### src/design/rde_pkg.sv
`timescale 1ns / 1ps
// ----------------------------------------------------------------------------
// rde_pkg: shared definitions for the radix digit emitter
// Sizes, ASCII constants, the divider result bundle and small helper
// functions used by the top level and the divider.
// ----------------------------------------------------------------------------
package rde_pkg;

    localparam int VALUE_WIDTH = 32;
    localparam int DIGIT_DEPTH = 32;

    localparam int DIGIT_W = 4;
    localparam int CHAR_W  = 7;
    localparam int RADIX_W = 5;
    localparam int IDX_W   = $clog2(DIGIT_DEPTH);
    localparam int CNT_W   = $clog2(DIGIT_DEPTH + 1);
    localparam int STEP_W  = $clog2(VALUE_WIDTH + 1);

    localparam logic [RADIX_W-1:0] RADIX_RESET = RADIX_W'(10);
    localparam logic [RADIX_W-1:0] BASE_MIN    = RADIX_W'(2);
    localparam logic [RADIX_W-1:0] BASE_MAX    = RADIX_W'(16);

    localparam logic [CHAR_W-1:0]  ASCII_ZERO    = CHAR_W'(48);
    localparam logic [CHAR_W-1:0]  LETTER_OFFSET = CHAR_W'(55);
    localparam logic [DIGIT_W-1:0] FIRST_LETTER  = DIGIT_W'(10);

    // Result bundle handed from the divider to the sequencer.
    typedef struct packed {
        logic                   done;
        logic [VALUE_WIDTH-1:0] quot;
        logic [DIGIT_W-1:0]     rem;
    } div_res_t;

    // Out-of-range radix values saturate to the nearest legal base.
    function automatic logic [RADIX_W-1:0] eff_base(input logic [RADIX_W-1:0] r);
        logic [RADIX_W-1:0] b;
        b = r;
        if (b < BASE_MIN)
        begin
            b = BASE_MIN;
        end
        if (b > BASE_MAX)
        begin
            b = BASE_MAX;
        end
        return b;
    endfunction

    function automatic logic [CHAR_W-1:0] digit_to_ascii(input logic [DIGIT_W-1:0] d);
        logic [CHAR_W-1:0] c;
        if (d < FIRST_LETTER)
        begin
            c = CHAR_W'(d) + ASCII_ZERO;
        end
        else
        begin
            c = CHAR_W'(d) + LETTER_OFFSET;
        end
        return c;
    endfunction

endpackage

### src/design/rde_ram.sv
`timescale 1ns / 1ps
// ----------------------------------------------------------------------------
// rde_ram: generic single-write, single-read memory
// One write port and one read port with a registered read output.
// ----------------------------------------------------------------------------
module rde_ram #(
    parameter int WIDTH = 4,
    parameter int DEPTH = 32
) (
    input  logic                     clk,
    input  logic                     we,
    input  logic [$clog2(DEPTH)-1:0] waddr,
    input  logic [WIDTH-1:0]         wdata,
    input  logic                     re,
    input  logic [$clog2(DEPTH)-1:0] raddr,
    output logic [WIDTH-1:0]         rdata
);

    logic [WIDTH-1:0] mem [DEPTH];
    logic [WIDTH-1:0] rdata_reg;

    always_ff @(posedge clk)
    begin
        if (we)
        begin
            mem[waddr] <= wdata;
        end
        if (re)
        begin
            rdata_reg <= mem[raddr];
        end
    end

    assign rdata = rdata_reg;

endmodule

### src/design/rde_div.sv
`timescale 1ns / 1ps
// ----------------------------------------------------------------------------
// rde_div: bit-serial restoring divider
// Divides an unsigned value by a small base, one quotient bit per cycle.
// ----------------------------------------------------------------------------
module rde_div
    import rde_pkg::*;
(
    input  logic                   clk,
    input  logic                   rst_n,
    input  logic                   start,
    input  logic [VALUE_WIDTH-1:0] dividend,
    input  logic [RADIX_W-1:0]     divisor,
    output div_res_t               res
);

    logic                   busy_reg, busy_next;
    logic                   done_reg, done_next;
    logic [STEP_W-1:0]      step_reg, step_next;
    logic [VALUE_WIDTH-1:0] q_reg, q_next;
    logic [DIGIT_W-1:0]     rem_reg, rem_next;
    logic [RADIX_W-1:0]     base_reg, base_next;
    logic [RADIX_W-1:0]     trial;
    logic                   fits;

    // The remainder stays below the base, so the shifted trial fits in five bits.
    assign trial = {rem_reg, q_reg[VALUE_WIDTH-1]};
    assign fits  = (trial >= base_reg);

    always_comb
    begin
        busy_next = busy_reg;
        done_next = 1'b0;
        step_next = step_reg;
        q_next    = q_reg;
        rem_next  = rem_reg;
        base_next = base_reg;
        if (start)
        begin
            busy_next = 1'b1;
            step_next = STEP_W'(VALUE_WIDTH);
            q_next    = dividend;
            rem_next  = '0;
            base_next = divisor;
        end
        else if (busy_reg)
        begin
            q_next    = {q_reg[VALUE_WIDTH-2:0], fits};
            rem_next  = fits ? DIGIT_W'(trial - base_reg) : trial[DIGIT_W-1:0];
            step_next = step_reg - STEP_W'(1);
            if (step_reg == STEP_W'(1))
            begin
                busy_next = 1'b0;
                done_next = 1'b1;
            end
        end
    end

    always_ff @(posedge clk or negedge rst_n)
    begin
        if (!rst_n)
        begin
            busy_reg <= 1'b0;
            done_reg <= 1'b0;
            step_reg <= '0;
        end
        else
        begin
            busy_reg <= busy_next;
            done_reg <= done_next;
            step_reg <= step_next;
        end
    end

    always_ff @(posedge clk)
    begin
        q_reg    <= q_next;
        rem_reg  <= rem_next;
        base_reg <= base_next;
    end

    assign res.done = done_reg;
    assign res.quot = q_reg;
    assign res.rem  = rem_reg;

endmodule

### src/design/radix_digit_emitter_top.sv
`timescale 1ns / 1ps
// ----------------------------------------------------------------------------
// radix_digit_emitter_top: integer to ASCII digits in base 2 to 16
// Converts a signed integer into its digits in the configured base and
// streams them out as ASCII characters, most significant digit first.
// ----------------------------------------------------------------------------
// Each digit comes from the shared bit-serial divider, which loads its operands
// and then works through each bit of the 32-bit value; each emitted digit
// passes through the digit store read and the output load.
// At most 31 digits are emitted for one item.
// Zero and negative inputs give one result item, by way of ST_SPECIAL.
// rst_n clears the sequencer, the output valid and sets radix to 10.
module radix_digit_emitter_top
    import rde_pkg::*;
(
    input  logic               clk,
    input  logic               rst_n,

    // Configuration: radix register, written whenever radix_we is high.
    input  logic               radix_we,
    input  logic [RADIX_W-1:0] radix_wdata,

    // Input stream. tdata: [31:0] value (two's complement).
    input  logic               s_tvalid,
    output logic               s_tready,
    input  logic [31:0]        s_tdata,

    // Output stream. tdata: [6:0] digit_char, [7] zero fill.
    // tlast: last_digit. tuser: [0] negative_error.
    output logic               m_tvalid,
    input  logic               m_tready,
    output logic [7:0]         m_tdata,
    output logic               m_tlast,
    output logic               m_tuser
);

    // The sequencer walks through division, then reads digits back out.
    typedef enum logic [4:0] {
        ST_IDLE    = 5'b00001,
        ST_SPECIAL = 5'b00010,
        ST_DIV     = 5'b00100,
        ST_READ    = 5'b01000,
        ST_LOAD    = 5'b10000
    } state_t;

    state_t             state_reg, state_next;
    logic [RADIX_W-1:0] radix_reg;
    logic [CNT_W-1:0]   count_reg, count_next;
    logic               neg_reg, neg_next;

    // Output register. It holds one finished item until the sink takes it.
    logic               out_valid_reg, out_valid_next;
    logic [CHAR_W-1:0]  char_reg, char_next;
    logic               last_reg, last_next;
    logic               err_reg, err_next;
    logic               out_free;

    logic                   accept;
    logic                   in_neg;
    logic                   in_zero;
    logic                   div_start;
    logic [VALUE_WIDTH-1:0] div_dividend;
    div_res_t               div_res;

    logic                   ram_we;
    logic                   ram_re;
    logic [IDX_W-1:0]       ram_raddr;
    logic [DIGIT_W-1:0]     ram_rdata;
    logic [CNT_W-1:0]       count_inc;

    assign s_tready = (state_reg == ST_IDLE);
    assign accept   = s_tvalid && s_tready;
    assign in_neg   = s_tdata[VALUE_WIDTH-1];
    assign in_zero  = (s_tdata == '0);
    assign out_free = !out_valid_reg || m_tready;

    assign count_inc = count_reg + CNT_W'(1);

    // The divider is started on a fresh positive value, and again on its own
    // quotient for as long as digits remain and the store has room.
    assign div_dividend = (state_reg == ST_IDLE) ? s_tdata : div_res.quot;

    assign ram_we    = (state_reg == ST_DIV) && div_res.done;
    assign ram_re    = (state_reg == ST_READ);
    assign ram_raddr = IDX_W'(count_reg - CNT_W'(1));

    always_comb
    begin
        state_next     = state_reg;
        count_next     = count_reg;
        neg_next       = neg_reg;
        div_start      = 1'b0;
        out_valid_next = out_valid_reg && !m_tready;
        char_next      = char_reg;
        last_next      = last_reg;
        err_next       = err_reg;

        unique case (state_reg)
            ST_IDLE:
            begin
                if (accept)
                begin
                    if (in_neg || in_zero)
                    begin
                        neg_next   = in_neg;
                        state_next = ST_SPECIAL;
                    end
                    else
                    begin
                        count_next = '0;
                        div_start  = 1'b1;
                        state_next = ST_DIV;
                    end
                end
            end
            ST_SPECIAL:
            begin
                // A negative value gives a single error item, zero a single '0'.
                if (out_free)
                begin
                    out_valid_next = 1'b1;
                    char_next      = neg_reg ? '0 : ASCII_ZERO;
                    last_next      = 1'b1;
                    err_next       = neg_reg;
                    state_next     = ST_IDLE;
                end
            end
            ST_DIV:
            begin
                if (div_res.done)
                begin
                    count_next = count_inc;
                    if ((div_res.quot == '0) || (count_inc == CNT_W'(DIGIT_DEPTH)))
                    begin
                        state_next = ST_READ;
                    end
                    else
                    begin
                        div_start = 1'b1;
                    end
                end
            end
            ST_READ:
            begin
                // The store is popped from the most significant digit down.
                count_next = count_reg - CNT_W'(1);
                state_next = ST_LOAD;
            end
            ST_LOAD:
            begin
                if (out_free)
                begin
                    out_valid_next = 1'b1;
                    char_next      = digit_to_ascii(ram_rdata);
                    last_next      = (count_reg == '0);
                    err_next       = 1'b0;
                    state_next     = (count_reg == '0) ? ST_IDLE : ST_READ;
                end
            end
            default:
            begin
                state_next = ST_IDLE;
            end
        endcase
    end

    always_ff @(posedge clk or negedge rst_n)
    begin
        if (!rst_n)
        begin
            state_reg     <= ST_IDLE;
            radix_reg     <= RADIX_RESET;
            count_reg     <= '0;
            out_valid_reg <= 1'b0;
        end
        else
        begin
            state_reg     <= state_next;
            count_reg     <= count_next;
            out_valid_reg <= out_valid_next;
            if (radix_we)
            begin
                radix_reg <= radix_wdata;
            end
        end
    end

    always_ff @(posedge clk)
    begin
        neg_reg  <= neg_next;
        char_reg <= char_next;
        last_reg <= last_next;
        err_reg  <= err_next;
    end

    rde_div u_div (
        .clk      (clk),
        .rst_n    (rst_n),
        .start    (div_start),
        .dividend (div_dividend),
        .divisor  (eff_base(radix_reg)),
        .res      (div_res)
    );

    // Digit store: remainders are written least significant first.
    rde_ram #(
        .WIDTH (DIGIT_W),
        .DEPTH (DIGIT_DEPTH)
    ) u_store (
        .clk   (clk),
        .we    (ram_we),
        .waddr (count_reg[IDX_W-1:0]),
        .wdata (div_res.rem),
        .re    (ram_re),
        .raddr (ram_raddr),
        .rdata (ram_rdata)
    );

    assign m_tvalid = out_valid_reg;
    assign m_tdata  = {1'b0, char_reg};
    assign m_tlast  = last_reg;
    assign m_tuser  = err_reg;

endmodule

### config.mk
export PLATFORM = sky130hd
export DESIGN_NAME = radix_digit_emitter_top
export DESIGN_NICKNAME = d
export VERILOG_FILES = /design/src/design/rde_pkg.sv /design/src/design/rde_ram.sv /design/src/design/rde_div.sv /design/src/design/radix_digit_emitter_top.sv
export SDC_FILE = /design/constraint.sdc
export NUM_CORES = 1
export LEC_CHECK = 0
export BUFFER_PORTS_ARGS = -buffer_cell sky130_fd_sc_hd__buf_2
export CELL_PAD_IN_SITES_DETAIL_PLACEMENT = 1
export CELL_PAD_IN_SITES_GLOBAL_PLACEMENT = 2
export CORE_MARGIN = 5
export CORE_UTILIZATION = 49
export DETAILED_ROUTE_END_ITERATION = 12
export PLACE_DENSITY_LB_ADDON = 0.1
export SYNTH_ARGS = -nofsm -noshare
export SYNTH_HDL_FRONTEND = slang
export SYNTH_SLANG_ARGS = --single-unit
### constraint.sdc
create_clock -name clk -period 8.15 [get_ports clk]
set_input_delay 2.0375 -clock clk [delete_from_list [all_inputs] [get_ports clk]]
set_output_delay 2.0375 -clock clk [all_outputs]
set_load 0.03 [all_outputs]
## Word level (Yosys, flattened, before mapping)

Memory sizes are Yosys's and may differ from the RTL's. A register that Yosys moved wholly into a read port is not among the register bits.
Cells that the tools add are included.

| word-level totals | value |
|---|---|
| bits in registers | 76 |
| memory bits (writable) | 128 |
| memories | 1 |

Memories:

| memory | words | bits a word | read ports | clocked after memory_dff | wr ports | RTL line | source |
|---|---|---|---|---|---|---|---|
| u_store.mem | 32 | 4 | 1 | 1 | 1 | rde_ram.sv:19 | `logic [WIDTH-1:0] mem [DEPTH];` |

| cells by class | value |
|---|---|
| add/sub/neg operators | 6 |
| magnitude comparators | 4 |
| equal/unequal tests | 14 |
| muxes and demuxes | 45 |
| reductions and logical operators | 20 |

Operators with widths:

| kind | count |
|---|---|
| $mux 32 | 3 |
| $logic_not 32->1 | 2 |
| $mux 6 | 6 |
| $mux 5 | 6 |
| $pmux 5 s5 | 1 |
| $mux 7 | 3 |
| $mux 1 | 18 |
| $pmux 6 s3 | 1 |
| $add 4x6->7 const B | 2 |
| $pmux 7 s2 | 1 |
| $sub 6x1->6 const B | 2 |
| $mux 4 | 2 |
| $ne 2x2->1 const B | 4 |
| $add 6x1->6 const B | 1 |
| $eq 6x1->1 const B | 1 |
| $eq 6x6->1 const B | 1 |
| $logic_not 6->1 | 1 |
| $ne 2x1->1 const B | 3 |
| $pmux 1 s2 | 3 |
| $reduce_and 3->1 | 2 |
| $eq 5x1->1 const B | 1 |
| $eq 5x2->1 const B | 1 |
| $eq 5x3->1 const B | 1 |
| $eq 5x4->1 const B | 1 |
| 16 further kinds | 22 |

## Longest topological paths before layout

| depth | value |
|---|---|
| depth in word-level cells | 8 |
| mapped depth | 9 |
| mapped depth without buffers | 7 |

## Hierarchy

Synthesis repeated with hierarchy kept, for this count alone.

| unflattened totals | value |
|---|---|
| cells, all modules | 672 |
| area, all modules | 9639.2 um^2 |

Modules (own cells, without submodules):

| module | times used | cells an instance | area an instance (um^2) | sequential area each (um^2) |
|---|---|---|---|---|
| rde_ram | 1 | 231 | 5178.7 | 3963.8 |
| rde_div | 1 | 151 | 2230.9 | 1391.3 |
| radix_digit_emitter_top | 1 | 290 | 2229.6 | 729.4 |

## Worst setup path before layout

No wires, ideal clock.

| timing path | value |
|---|---|
| path kind | input -> register |
| start point | input s_tvalid |
| end point | register u_div.q_reg[0], enable pin |
| arrival | 4.077 ns |
| path slack | 3.641 ns |
| stages | 3 |
| path buffers | 0 |
| path through | and4_1 > o211ai_2 > a21oi_1 |

| on the way | value |
|---|---|
| word-level cells in the longest chain between the ends | 5 |
| elaborated cells between the ends (all ways) | 6 |
| classes of those cells | eq/ne (1); mux (2); reduce/logical (3) |

RTL lines:

| what | RTL line | source |
|---|---|---|
| start, declared | radix_digit_emitter_top.sv:24 | `input logic s_tvalid,` |
| $logic_and 1x1->1 * | radix_digit_emitter_top.sv:72 | `assign accept = s_tvalid && s_tready;` |
| $mux 1 * | radix_digit_emitter_top.sv:101 | `if (accept)` |
| $pmux 1 s2 * | radix_digit_emitter_top.sv:98 | `unique case (state_reg)` |
| $ne 2x2->1 (no source line) / $reduce_bool 2->1 (equally long branches) | n/a |  |
| $reduce_and 2->1 (no source line) * | n/a |  |
| end signal, assigned | rde_div.sv:77 | `q_reg <= q_next;` |
| end, declared | rde_div.sv:20 | `logic [VALUE_WIDTH-1:0] q_reg, q_next;` |

Every way passes the cells marked *; elsewhere a longest branch is shown, timed or not.
A chain may end at the register's enable or synchronous reset.

## Worst setup path in the final report

| timing path | value |
|---|---|
| start point | input s_tdata[17] |
| end point | register u_div.q_reg[13], data pin |

| on the way | value |
|---|---|
| word-level cells in the longest chain between the ends | 6 |

RTL lines:

| what | RTL line | source |
|---|---|---|
| start, declared | radix_digit_emitter_top.sv:26 | `input logic [31:0] s_tdata,` |
| $logic_not 32->1 | radix_digit_emitter_top.sv:74 | `assign in_zero = (s_tdata == '0);` |
| $logic_or 1x1->1 | radix_digit_emitter_top.sv:103 | `if (in_neg \|\| in_zero)` |
| $mux 1 | radix_digit_emitter_top.sv:103 |  |
| $mux 1 | radix_digit_emitter_top.sv:101 |  |
| $pmux 1 s2 | radix_digit_emitter_top.sv:98 |  |
| $mux 32 | rde_div.sv:38 | `if (start)` |
| named net u_div.q_next[13] | rde_div.sv:20 |  |

The timed path passes the listed nets, and every way through them passes these cells.

==> metrics.md <==
| Metric | Value |
|---|---|
| Crit-path max FO | 49 |
| Slowest-stage cell, CP | o211ai_2 |
| # hold bufs at CTS | 0 |
| RSZ-0062 raised after global routing | no |
| H-tree depth | 1 |
| Max VDD drop | 0.228 mV |
| CTS Buf Count | 23 |
| Clk buf depth | 3 |
| Most common cell in the netlist | edfxtp_1 |
| Die area | 21,400 sq um |
| Commonest cells post-synth | edfxtp_1, nor2_1, mux4_2, mux2_1, nand2_1 |
| Critical Path Start Type | primary input |
| Post_cts resized | 0 |
| Crit end category | flip-flop |
| Root buf cell | clkbuf_16 |
| Top cell type's share of synthesized area | 59.1% |
| Peak Freq | 257 MHz |
| Layout cells sized above 1 | 24.8% |
| Worst EP arrival | 4.13 ns |
| Slew margin rel. | 21.6% |
| N_diodes | 0 |
| Final hold viol count | 0 |
| Nets | 684 |
| IO Port Bufs | 52 |
| Clock Pin Slew Worst Setup and Hold Paths | 0.06 ns |
| # Post-CTS Setup Buffers | 0 |
| Avg Inst Size Synth | 16.0 sq um |
| Post-synth cell types | 55 |
| Synth warn | 0 |
| Area Overhead vs Synth | 13.6% |
| ANT nets after route | 0 |
| Vias per cell | 5.84 |
| Largest net degree at the start of global routing | 50 |
| Syn Inst Count | 569 |
| HP Class | reg2reg |
| Setup tns final | 0 ns |
| Clock Skews | 0.00775 ns |
| DR DRC count | 0 |
| Pleak | 3.60 nW |
| Per-cell routed wire length | 22.7 um |
| Final Cell Area | 10,300 sq um |
| Setup WS pre-CTS | 3.69 ns |
| Placed inst area | 9590 sq um |
| Dpl cells | 833 |
| Period minus WS final | 3.89 ns |
| Post-synth EDFFs | 179 |
| Site Rows | 49 |
| First-pass GRT wire length | 31.9 mm |
| Final worst slack | 4.26 ns |
| Critical path's top delay family | compound AO/OA/AOI/OAI gates |
| Routability cong. | 0.777 |
| Initial core utilization | 50.1% |
| CTS tree | yes |
| Async SR Flop Fraction | 12.0% |
| Leading post-synthesis cells by cell area | edfxtp_1, mux4_2, dfrtp_1 |
| Die height | 146 um |
| Status | complete, no violations |
| Antenna violations before repair | 0 |
| Worst Path Buf+Inv | 2 |
| Slew Viols, Final | 0 |
| Flops & latches, synth | 208 |
| Yosys top cell by area | edfxtp_1 |
| Fin crit share | 47.7% |
| Core footprint | 18,100 sq um |
| Number of max-cap violations | 0 |
| Clk_lat worst skew | 0.50 ns |
| Max reg flops | 128 |
| Final setup violation count | 0 |
| Detailed placement HPWL | 13.5 mm |
| Via count | 5,107 |
| Total grt overflow | 0 |
| Die W | 146 um |
| Final std cells w/o fill | 874 |
| Final wirelength | 19.9 mm |
| CP max stage delay | 0.53 ns |
| GRT Util Overall | 18.9% |
| Iter 0 DRT Violations | 236 |
| Final core area utilization | 56.9% |
| Vias in the first global route | 5,554 |
| Clk sinks | 208 |
| Mapped Area | 9100 sq um |
| Reg-to-reg slack, setup | 4.43 ns |
| Top FF cell, synth | edfxtp_1 |
| Sequential fraction of the synthesis area | 66.9% |
| Worst path cell trace | buf_2 -> nor4_1 -> nand4_1 -> o211ai_2 -> o21ai_4 -> buf_4 -> mux2_1 |
| CP Class | in2reg |
| Req. time, crit path | 8.39 ns |
| IO Pins | 54 |
| Worst-margin pin slew | 1.17 ns |
| Syn nets | 624 |
| Pwr per Cell Area | 339 nW/um^2 |
| Pre-Repair DR Iteration Count | 4 |
[worst register-to-register path, stage by stage (launching register included)]
cell and delay [ns]:
dfrtp_2 0.34, buf_4 0.62, inv_1 0.22, ha_2 0.98, mux4_2 0.45, mux4_1 0.56
mux2_2 0.30
[worst paths after layout]
kind / startpoint / cells past startpoint / to
worst max-delay path: s_tdata[17] / 7 / u_div.q_reg[13]$_DFFE_PP_
worst min-delay path: radix_reg[0]$_DFFE_PN0P_ / 1 / radix_reg[0]$_DFFE_PN0P_
worst max register to register: count_reg[0]$_DFFE_PN0P_ / 6 / u_store.rdata[2]$_DFFE_PN_
worst min register to register: radix_reg[0]$_DFFE_PN0P_ / 1 / radix_reg[0]$_DFFE_PN0P_
max in group asynchronous: rst_n / 1 / count_reg[0]$_DFFE_PN0P_
min in group asynchronous: rst_n / 1 / u_div.step_reg[0]$_DFFE_PN0P_
[power breakdown]
part	leakage, nW	switching (mW)	internal, mW
registers	2.01	0.0985	1.45
logic	1.22	0.533	0.396
clock network	0.364	0.413	0.612
total	3.60	1.04	2.46
[routing by layer]
layer,vias to the layer above,track usage [%],share of wire [%],wire length (um)
li1,2349,-,-,-
met1,2634,25.9,44,8650
met2,100,32.3,51,10200
met3,24,2.70,3.9,769
met4,0,4.28,1.5,295
met5,-,0,0,0
[layout by cell type, fill, tap and decap left out, types with 3 or more instances in the layout]
cell type / count
dfstp_2: 3
a21o_1: 4
edfxtp_1: 179
or3_1: 4
nand4_1: 5
clkinv_1: 3
buf_4: 7
nand3b_1: 3
nor3_1: 11
buf_2: 52
a22o_1: 6
mux2_2: 15
clkinvlp_4: 3
mux4_1: 3
mux2_1: 26
o22ai_1: 5
dfrtp_1: 21
o211ai_1: 5
nand2b_1: 7
nand2_1: 23
a21oi_1: 10
nor2_1: 56
dfxtp_1: 4
mux2i_1: 3
bufinv_16: 3
nor2b_1: 5
clkbuf_16: 23
mux4_2: 37
o21ai_0: 8
nor4_1: 17
inv_1: 21
ha_1: 11
nand3_1: 11
a211oi_1: 5
xnor2_1: 5
xor2_1: 5
clkinv_2: 7
[layout make-up]
cell class	count	area [sq um]
clock buffer	24	579
multi-input combinational	315	2820
sequential	208	6090
inverter	22	82.6
tap	229	287
fill	1680	7810
timing repair buffer	59	313
clock inverter	17	168
[cell families after synthesis]
| logic type | Yosys count | share of synthesized area, % |
|---|---|---|
| AO/OA/AOI/OAI | 55 | 4.35 |
| AND/OR/NAND/NOR | 152 | 8.19 |
| XOR/XNOR | 10 | 0.962 |
| other | 1 | 0.0412 |
| multiplexers | 84 | 15.4 |
| buffers and inverters | 46 | 2.30 |
| adder cells (fa/ha/maj) | 13 | 1.87 |
| flip-flops | 208 | 66.9 |
[through the flow]
step,total power [mW],hold slack [ns]
6_report,3.50,0.515
5_1_grt,3.69,0.538
4_1_cts,3.54,0.523
3_5_place_dp,2.52,0.508
3_3_place_gp,2.46,0.484
2_1_floorplan,2.20,0.472
Note: power is estimated with default switching activity, not from simulation.
